[config.mk]
export PLATFORM = sky130hd
export DESIGN_NAME = tlqs_front
export DESIGN_NICKNAME = d
export VERILOG_FILES = /design/src/rtl/tlqs_pkg.sv /design/src/rtl/tlqs_front.sv
export SDC_FILE = /design/constraint.sdc
export NUM_CORES = 1
export LEC_CHECK = 0
export ABC_AREA = 1
export BUFFER_PORTS_ARGS = -buffer_cell sky130_fd_sc_hd__buf_4
export CAP_MARGIN = 20
export CORE_MARGIN = 5
export CORE_UTILIZATION = 47
export CTS_CLUSTER_DIAMETER = 30
export DETAILED_ROUTE_END_ITERATION = 10
export PLACE_DENSITY_LB_ADDON = 0.08
export SYNTH_ARGS = -nofsm -noshare
export SYNTH_HDL_FRONTEND = slang
export SYNTH_SLANG_ARGS = --single-unit
[constraint.sdc]
create_clock -name clk -period 3.1 [get_ports clk]
set_input_delay 0.62 -clock clk [delete_from_list [all_inputs] [get_ports clk]]
set_output_delay 0.62 -clock clk [all_outputs]
set_load 0.05 [all_outputs]
[src/rtl/tlqs_pkg.sv]
// Shared types and constants for the two-level queue schedule times core.
// No dependencies.
package tlqs_pkg;
  localparam int unsigned TimeW = 23;
  localparam int unsigned FieldW = 16;

  // One record handed from the loader to the scheduler
  typedef struct packed {
    logic [FieldW-1:0] proc_id;
    logic [FieldW-1:0] arrival;
    logic [FieldW-1:0] burst;
    logic              is_user;
    logic              final_record;
  } rec_t;
endpackage

[src/rtl/tlqs_front.sv]
// Front end: accepts records into a two-entry queue toward the scheduler.
// Depends on tlqs_pkg.
module tlqs_front import tlqs_pkg::*; (
  input  logic clk,
  input  logic rst,
  input  logic push,
  input  rec_t push_rec,
  output logic full,
  input  logic pop,
  output logic avail,
  output rec_t head
);
  rec_t slots [2];
  logic wr_ptr;
  logic rd_ptr;
  logic [1:0] count;

  assign full = (count == 2'd2);
  assign avail = (count != 2'd0);
  assign head = slots[rd_ptr];

  // Write, advance pointers and track fill
  always_ff @(posedge clk) begin
    if (push) slots[wr_ptr] <= push_rec;
    if (rst) begin
      wr_ptr <= 1'b0;
      rd_ptr <= 1'b0;
      count <= 2'd0;
    end else begin
      if (push) wr_ptr <= ~wr_ptr;
      if (pop) rd_ptr <= ~rd_ptr;
      count <= count + {1'b0, push} - {1'b0, pop};
    end
  end
endmodule

-- After elaboration in Yosys (flattened, before gate mapping)
Memories as Yosys holds them, arrays and structs flattened. A register that Yosys moved wholly into a read port is not among the register bits.
Cells that the tools add are included.
- divide/modulo/power cells: 0
- mux-type cells: 4
- bitwise gates (word level): 2
- equal/unequal tests: 1
- add/sub/neg operators: 2
- reduce and logical (&&, ||, !) cells: 1
- order comparisons: 0
- shift-type cells: 0
- multipliers: 0
- operator list (kind ; number):
    2-to-1 mux 1 bit ; 4
    adder 2 x 1 -> 2 bit ; 1
    equality test 2 bit (second input constant) ; 1
    inverter 1 bit ; 2
    nonzero test 2 bit ; 1
    subtractor 2 x 1 -> 2 bit ; 1
- bits in read-only memories: 0
- output and inout port bits: 52
- register bits: 4
- bits in writable memories: 100
- memories: 1
- logic and storage cells: 14
- bits in latches: 0
- memories (name ; depth ; width ; rd ports ; clocked after Yosys merged registers in ; wr ports ; line ; RTL):
    slots ; 2 ; 50 ; 1 ; 1 ; 1 ; tlqs_front.sv:13 ; rec_t slots [2];

-- Depth between registers and ports, before layout
Gate-level depths: netlist (run 1).
- depth after elaboration: 3
- gate-level depth with buffers: 9
- gate-level depth less buffers: 9

-- Worst setup path after synthesis (run 1)
No wires, ideal clock.
- kind: input to register
- start: input push
- end: memory slots[0][0] in the netlist's numbering (enable)
- arrival time: 2.760 ns
- cell stages on the path: 2
- path slack: -0.119 ns
- path buffers: 0
- cell sequence: inv_1 -> nor2_1
- cells in the longest elaborated chain, start to end: 2
- ends and longest elaborated chain (what ; line ; RTL):
    start: declaration ; tlqs_front.sv:6 ; input logic push,
    2-to-1 mux 1 bit ; tlqs_front.sv:24 ; if (push) slots[wr_ptr] <= push_rec;
    2-to-1 mux 1 bit (implied by the code) ; tlqs_front.sv:24 ;
    end: declaration ; tlqs_front.sv:13 ;
No other way between the ends.

==> reports/results.md, run 1 <==
| Group | Quantity | Value |
|:---|:---|:---|
| clock tree | Count of hold-fix buffers inserted at cts | 0 |
| final layout | Layout cells sized above 1 | 57.8% |
| run status | Outcome | finished, final reports clean |
| final layout | Combined flip-flop and latch cell area | 3110 sq um |
| floorplanning | Chip Height | 103 um |
| timing | Part of the cycle the worst path needs | 80.5% |
| yosys | Cell types occupying the most area after synthesis | sky130_fd_sc_hd__edfxtp_1 (73%), sky130_fd_sc_hd__mux2_4 (18%), sky130_fd_sc_hd__buf_12 (2.4%), sky130_fd_sc_hd__dfxtp_1 (2.4%), sky130_fd_sc_hd__inv_1 (0.73%) |
| timing | Setup repair after global routing missed its margin | false |
| yosys | Register bit total from synthesis | 105 |
| floorplanning | Placeable core region | 8590 sq um |
| final layout | Utilization of the core after routing | 59.8% |
| placed design | Count of placed standard cells including taps | 398 |
| timing | Maximum frequency from static timing analysis | 0.401 GHz |
| timing | Max-slew violation count | 0 |
| drt | Average vias per placed instance | 4.66 |
| placed design | Count of buffers inserted at the top-level ports | 105 |
| floorplanning | Initial standard-cell utilization of the core | 47.6% |
| yosys | Post-synthesis net count | 243 |
| yosys | Sequential area share after synthesis | 75.9% |
| global routing | Residual overflow from global routing | 0 |
| power | Largest vdd supply drop | 0.000422 V |
| yosys | Post-synthesis adder-cell area fraction | 0.612% |
| timing | Post-layout minimum cycle time | 2.50 ns |
| clock tree | CTS sink cnt | 105 |
| yosys | Ys flop type | sky130_fd_sc_hd__edfxtp_1 |
| power | Overall power after layout | 3060 uW |
| worst setup path | Nature of the critical path startpoint | flip-flop |
| hold path | Worst Hold Launch | push_rec[35] |
| yosys | Yosys top cell by area | sky130_fd_sc_hd__edfxtp_1 |
| global routing | Initial antenna violation count | 0 |
| yosys | Most used standard cells in the synthesized netlist | sky130_fd_sc_hd__edfxtp_1 (100), sky130_fd_sc_hd__mux2_4 (50), sky130_fd_sc_hd__inv_1 (8) |
| worst setup path | Critical Path AT | 1.88 ns |
| global routing | Largest net degree at the start of global routing | 29 |
| final layout | Final Non-Filler Cells | 414 |
| drt | Number of remaining DRC errors | 0 |
| final layout | Final Net Count | 357 |
| drt | Number of iterations in the first detailed-routing pass | 4 |
| final layout | Area added between synthesis and finish | 25.6% |
| drt | Sum of routed wire length over all layers | 6.61 mm |
| yosys | Multiplexer share of the synthesized area | 18.4% |
| timing | Worst hold margin | 0.446 ns |
| timing | Final TNS setup | 0 ns |
| power | Leakage | 0.00206 uW |
| floorplanning | Area enclosed by the die boundary | 10,700 sq um |
| final layout | Total area of multi-input combinational cells | 852 sq um |
| yosys | Synth Warn # | 0 |
| timing | Max Clock Skew | 0.00594 ns |
| drt | Vias | 1,930 |
| yosys | Number of distinct library cells after synthesis | 13 |
| clock tree | Maximum buffer depth of the clock tree | 2 |
| clock tree | Maximum level of the CTS H-tree | 3 |
| floorplanning | Number of core rows | 34 |
| yosys | Synth Area in XOR/XNOR | 0.214% |
| yosys | Main combinational cell family by area after synthesis | multiplexers |
| drt | Antenna Nets Post-Route | 0 |
| worst setup path | Highest net fanout along the worst path | 27 |
| yosys | Number of flops mapped to enable cells by yosys | 100 |
| yosys | Post-Synthesis Mean Instance Area | 21.9 sq um |
| clock tree | Number of CTS-inserted buffers | 9 |
| floorplanning | I/O pin count | 106 |
| job | Number of violations of the max-capacitance limit | 0 |
| timing | Setup-failing EPs final | 0 |
| drt | Number of violations reported at the end of detailed-routing iteration 0 | 52 |
| global routing | Vias in the first global route | 2,029 |
| final layout | Number of inserted filler cells in the final layout | 666 |
| yosys | Proportion of netlist area held by the largest area contributor | 73.4% |
| timing | Worst Max-Slew Pin Slew | 0.559 ns |
| yosys | Post-synthesis compound-gate area fraction | 0.122% |
| global routing | Global-route wire length before repair | 10.1 mm |
| floorplanning | Overall die width | 103 um |
| yosys | Summed instance area of the synthesized netlist | 4090 sq um |
| timing | Remaining max-slew budget at the tightest pin | 62.7% |
| placed design | Final weighted congestion in routability-driven placement | 0.670 |
| worst setup path | Critical path endpoint category | output pin |
| yosys | Proportion of register bits with asynchronous set or reset after synthesis | 0% |
| clock tree | Clock Pin Slew Worst Setup and Hold Paths | 0.10 ns |
| worst setup path | Req. time, crit path | 2.48 ns |
| hold path | Worst hold path class | input pin to flip-flop |
| clock tree | Clock tree from TritonCTS | built |
| final layout | Diode count | 0 |
| placed design | Post-detail-place hpwl | 4.55 mm |
| clock tree | Worst skew pair latency | 0.35 ns |
| worst setup path | Crit Path Category | flip-flop to output pin |
| global routing | Overall track demand over capacity in global routing | 12.9% |
| power | Power per unit of standard cell area | 595 nW/um^2 |
| drt | Wirelength per Cell | 16.0 um |
| timing | Number of hold-slack violations in the final timing report | 0 |
| worst setup path | Worst-case reg-to-reg path depth | 3 |
| yosys | Dominant cell by count in the synthesized netlist | sky130_fd_sc_hd__edfxtp_1 |
| worst setup path | Worst flop-to-flop path startpoint | wr_ptr |
| clock tree | CTS Root Cell | sky130_fd_sc_hd__clkbuf_8 |
| yosys | Instance count of the mapped netlist | 187 |
| hold path | Hold depth | 1 |
| clock tree | Cts repair resizes | 0 |
| yosys | Simple-gate share of the synthesized area | 1.35% |
| clock tree | Post-CTS setup repair buffer count | 0 |
==> worst paths after layout <==
path                        to  slack (ns)
hold reg to reg         rd_ptr        0.53
setup / recovery      head[23]        0.60
setup reg to reg  slots[1][14]        1.60
hold / removal    slots[1][35]        0.45
==> power by group <==
part | internal [uW] | leakage (uW) | total, uW | switching (uW)
clock | 291 | 0.0000830 | 729 | 439
sequential | 1640 | 0.000981 | 1680 | 38.2
combinational | 261 | 0.000994 | 653 | 392
total | 2190 | 0.00206 | 3060 | 869
==> per-layer routing <==
metal  vias to the layer above  GRT usage [%]  share of wire, %
met4                         0           5.98               1.5
met2                        63           21.1                50
met1                       920           16.0                41
met5                         -              0                 0
met3                         7           3.76               7.0
li1                        940              -                 -
==> sequential cells by signal, summed over array words and instances, names as in the netlist, named ones only <==
register  flops
count         2
rd_ptr        1
slots       100
wr_ptr        1
==> stage by stage <==
stage               cell area (sq um)  setup WS, ns
floorplan                        4090         0.742
global placement                 4970         0.951
detailed placement               4970         0.948
CTS                              5140         0.553
global route                     5140         0.510
finish                           5140         0.603
==> logic make-up after synthesis <==
logic type	Yosys count
AO/OA/AOI/OAI	1
XOR/XNOR	1
adder cells (fa/ha/maj)	2
buffers and inverters	14
flip-flops	105
multiplexers	50
AND/OR/NAND/NOR	14
==> area by class of cell <==
class,instances,share of cell area (%)
flip-flops and latches,105,60.5
multi-input cells,68,16.6
repair buffers,109,16.4
well taps,108,2.63
clock buffers,9,2.41
clock inverters,7,0.901
inverters,8,0.585
==> critical path, stage by stage, from the launching register on <==
cell and delay (ns):
sky130_fd_sc_hd__dfxtp_4 0.71, sky130_fd_sc_hd__buf_12 0.28, sky130_fd_sc_hd__mux2_4 0.33, sky130_fd_sc_hd__buf_4 0.19
==> cell usage in the layout (no fill, tap or decap), drive strengths merged <==
master    netlist  routed
xnor2           1       1
dfxtp           5       5
nand3           1       1
clkbuf          0       9
ha              2       2
nand2           5       5
edfxtp        100     100
buf             6     109
inv             8       9
nor3            1       1
mux2           50      50
a21oi           1       1
clkinvlp        0       2
nor2            7       7
clkinv          0       4
(Power assumes the default switching activity.)
==> run 2: changes to the inputs <==
- ABC_AREA: 1 -> 0
- clock period: 3.1 -> 2.2 ns (I/O delays scaled with it)
==> run 2 against run 1 <==
Against the previous run:
- routed wire length is 3.5% higher
- hold slack worse by 0.19 ns
- clock-buffer cell count stayed put
- area after synthesis is 0.12% lower
- global-route usage hardly changed
- via count is 0.47% higher
- design area is 1.1% higher
- cell count is 1.4% lower
- critical path depth stayed put
- non-clock buffer count is 4 higher
- largest power group unchanged
- highest routed layer unchanged
==> reports/results.md, run 2 <==
| Group | Quantity | Value |
|:---|:---|:---|
| run status | Outcome | finished, final reports clean |
| global routing | Global-route wire length before repair | 10.1 mm |
| floorplanning | Number of core rows | 34 |
| final layout | Largest register by flop count | slots |
| placed design | Count of buffers inserted at the top-level ports | 105 |
| timing | Max-slew violation count | 0 |
| worst setup path | Critical path buffers and inverters | 2 |
| yosys | Cell types occupying the most area after synthesis | sky130_fd_sc_hd__edfxtp_1 (74%), sky130_fd_sc_hd__mux2_4 (18%), sky130_fd_sc_hd__buf_12 (2.5%), sky130_fd_sc_hd__dfxtp_1 (2.5%), sky130_fd_sc_hd__ha_1 (0.61%) |
| final layout | Final Non-Filler Cells | 408 |
| yosys | Post-synthesis net count | 233 |
| final layout | Number of inserted filler cells in the final layout | 650 |
| placed design | Post-detail-place hpwl | 4.76 mm |
| worst setup path | Master of the slowest instance on the critical path | sky130_fd_sc_hd__dfxtp_4 |
| final layout | Post-route standard cell area excluding fillers | 5200 sq um |
| hold path | Worst hold path class | input pin to flip-flop |
| global routing | Initial antenna violation count | 0 |
| timing | Post-layout worst setup margin | 0.147 ns |
| clock tree | Maximum level of the CTS H-tree | 3 |
| yosys | Proportion of netlist area held by the largest area contributor | 73.5% |
| drt | Wirelength per Cell | 16.8 um |
| worst setup path | Highest cell delay on the worst timing path | 0.54 ns |
| timing | Setup-failing EPs final | 0 |
| final layout | Combined flip-flop and latch cell area | 3110 sq um |
| floorplanning | Area enclosed by the die boundary | 10,700 sq um |
| final layout | Diode count | 0 |
| yosys | Register bit total from synthesis | 105 |
| clock tree | Clock tree from TritonCTS | built |
| yosys | Number of flops mapped to enable cells by yosys | 100 |
| yosys | Post-Synthesis Mean Instance Area | 23.1 sq um |
| hold path | Hold depth | 1 |
| worst setup path | Top delay family on crit path | flip-flops |
| worst setup path | Critical path endpoint category | output pin |
| yosys | Ys flop type | sky130_fd_sc_hd__edfxtp_1 |
| timing | Final TNS setup | 0 ns |
| timing | Maximum frequency from static timing analysis | 0.487 GHz |
| placed design | Area of placed instances | 5020 sq um |
| global routing | Overall track demand over capacity in global routing | 12.9% |
| final layout | Area added between synthesis and finish | 27.2% |
| drt | Number of iterations in the first detailed-routing pass | 4 |
| floorplanning | Initial standard-cell utilization of the core | 47.5% |
| final layout | Largest register FFs | 100 |
| job | Number of violations of the max-capacitance limit | 0 |
| timing | Remaining max-slew budget at the tightest pin | 69.3% |
| placed design | Final weighted congestion in routability-driven placement | 0.664 |
| timing | Post-layout minimum cycle time | 2.05 ns |
| drt | Number of remaining DRC errors | 0 |
| yosys | Instance count of the mapped netlist | 177 |
| floorplanning | I/O pin count | 106 |
| hold path | Endpoint of the worst hold-timing path | slots[0][11] |
| worst setup path | Worst-case reg-to-reg path depth | 2 |
| drt | Average vias per placed instance | 4.75 |
| global routing | Largest net degree at the start of global routing | 33 |
| worst setup path | Register-to-register setup slack | 0.75 ns |
| clock tree | Cts repair resizes | 0 |
| worst setup path | Instance count on the critical path | 3 |
| final layout | Commonest non-fill, non-tap cell in the layout | sky130_fd_sc_hd__buf_4 |
| final layout | Largest registers | slots: 100 flops, count: 2 flops |
| yosys | Dominant cell by count in the synthesized netlist | sky130_fd_sc_hd__edfxtp_1 |
| timing | Setup repair after global routing missed its margin | false |
| worst setup path | Critical Path AT | 1.61 ns |
| final layout | Most used cells in the layout excluding fill and tap cells | sky130_fd_sc_hd__buf_4 (109), sky130_fd_sc_hd__edfxtp_1 (100), sky130_fd_sc_hd__mux2_4 (50), sky130_fd_sc_hd__clkbuf_8 (9) |
| drt | Sum of routed wire length over all layers | 6.85 mm |
| clock tree | CTS sink cnt | 105 |
| yosys | Sequential area share after synthesis | 76.0% |
| yosys | Synth Warn # | 0 |
| worst setup path | Crit Path Category | flip-flop to output pin |
| power | Largest vdd supply drop | 0.000465 V |
| timing | Max Clock Skew | 0.0106 ns |
| floorplanning | Overall die width | 103 um |
| final layout | Layout cells sized above 1 | 61.0% |
| worst setup path | Highest net fanout along the worst path | 13 |
| placed design | Count of placed standard cells including taps | 392 |
| clock tree | Maximum buffer depth of the clock tree | 2 |
| worst setup path | Req. time, crit path | 1.76 ns |
| hold path | Worst Hold Launch | push_rec[11] |
| worst setup path | Critical-path cell list | buf_12 > mux2_4 > buf_4 |
| drt | Number of violations reported at the end of detailed-routing iteration 0 | 54 |
| drt | Antenna Nets Post-Route | 0 |
| final layout | Total area of multi-input combinational cells | 871 sq um |
| yosys | Most used standard cells in the synthesized netlist | sky130_fd_sc_hd__edfxtp_1 (100), sky130_fd_sc_hd__mux2_4 (50), sky130_fd_sc_hd__buf_12 (5), sky130_fd_sc_hd__dfxtp_1 (5), sky130_fd_sc_hd__nor2_1 (4) |
| power | Power per unit of standard cell area | 862 nW/um^2 |
| worst setup path | Capture point of the worst reg-to-reg path | slots[1][24] |
| clock tree | Number of CTS-inserted buffers | 9 |
| yosys | Yosys top cell by area | sky130_fd_sc_hd__edfxtp_1 |
| timing | Number of hold-slack violations in the final timing report | 0 |
| global routing | Residual overflow from global routing | 0 |
| worst setup path | Worst flop-to-flop path startpoint | wr_ptr |
| worst setup path | Nature of the critical path startpoint | flip-flop |
| timing | Part of the cycle the worst path needs | 93.3% |
| final layout | Utilization of the core after routing | 60.5% |
| floorplanning | Chip Height | 103 um |
| clock tree | Post-CTS setup repair buffer count | 0 |
| power | Leakage | 0.00207 uW |
| timing | Worst Max-Slew Pin Slew | 0.460 ns |
| drt | Vias | 1,939 |
| clock tree | Clock Pin Slew Worst Setup and Hold Paths | 0.10 ns |
| placed design | Pre-CTS setup slack | 0.505 ns |
| clock tree | CTS Root Cell | sky130_fd_sc_hd__clkbuf_8 |
| final layout | Final Net Count | 351 |
| yosys | Number of distinct library cells after synthesis | 13 |
| yosys | Proportion of register bits with asynchronous set or reset after synthesis | 0% |
| clock tree | Worst skew pair latency | 0.35 ns |
| yosys | Summed instance area of the synthesized netlist | 4080 sq um |
| clock tree | Count of hold-fix buffers inserted at cts | 0 |
| global routing | Vias in the first global route | 1,948 |
| floorplanning | Placeable core region | 8590 sq um |
## run 2: cell types whose count changed in the layout (fill, tap and decap cells not counted), sizes merged, moves of 3 or more
cell,change
buf,+4
inv,-5
nand2,-5
nor2,-3
nor2b,+3
## run 2: how the worst max path moves through the flow
stage                   start  slack, ns           to
floorplan                push       0.01  slots[0][0]
global route        flip-flop       0.07     head[24]
finish              flip-flop       0.15     head[28]
CTS                 flip-flop       0.11     head[28]
detailed placement  flip-flop       0.51     head[28]
global placement    flip-flop       0.50     head[28]
## run 2: per-stage QoR
step	hold WS (ns)	power (uW)
6_report	0.261	4480
5_1_grt	0.227	4680
4_1_cts	0.244	4530
3_5_place_dp	0.511	3470
3_3_place_gp	0.498	3460
2_1_floorplan	0.480	3170
## run 2: area by class of cell
type / instances / share of cell area, %
timing repair buffer: 113 / 17.3
inverter: 2 / 0.144
clock buffer: 9 / 2.38
clock inverter: 7 / 1.04
multi-input combinational: 64 / 16.8
sequential: 105 / 59.8
tap: 108 / 2.60
## run 2: layer usage
layer / up-vias / share of wire [%] / GRT usage [%] / wire (um)
li1: 921 / - / - / -
met1: 952 / 42 / 16.4 / 2850
met2: 62 / 50 / 20.8 / 3410
met3: 4 / 7.7 / 4.43 / 529
met4: 0 / 0.83 / 4.48 / 57
met5: - / 0 / 0 / 0
## run 2: worst register-to-register path, stage by stage (launching register included)
cell	delay, ns
sky130_fd_sc_hd__dfxtp_1	0.41
sky130_fd_sc_hd__and2_2	0.47
sky130_fd_sc_hd__buf_4	0.29
## run 2: report_power, final
part / switching (uW) / internal [uW]
logic: 613 / 423
registers: 49.1 / 2330
clock network: 644 / 421
## run 2: cell families after synthesis
family / after synthesis / synth area share [%]
multiplexers: 50 / 18.4
flip-flops: 105 / 76.0
buffers and inverters: 8 / 2.91
XOR/XNOR: 3 / 0.980
adder cells (fa/ha/maj): 2 / 0.613
AND/OR/NAND/NOR: 9 / 1.13
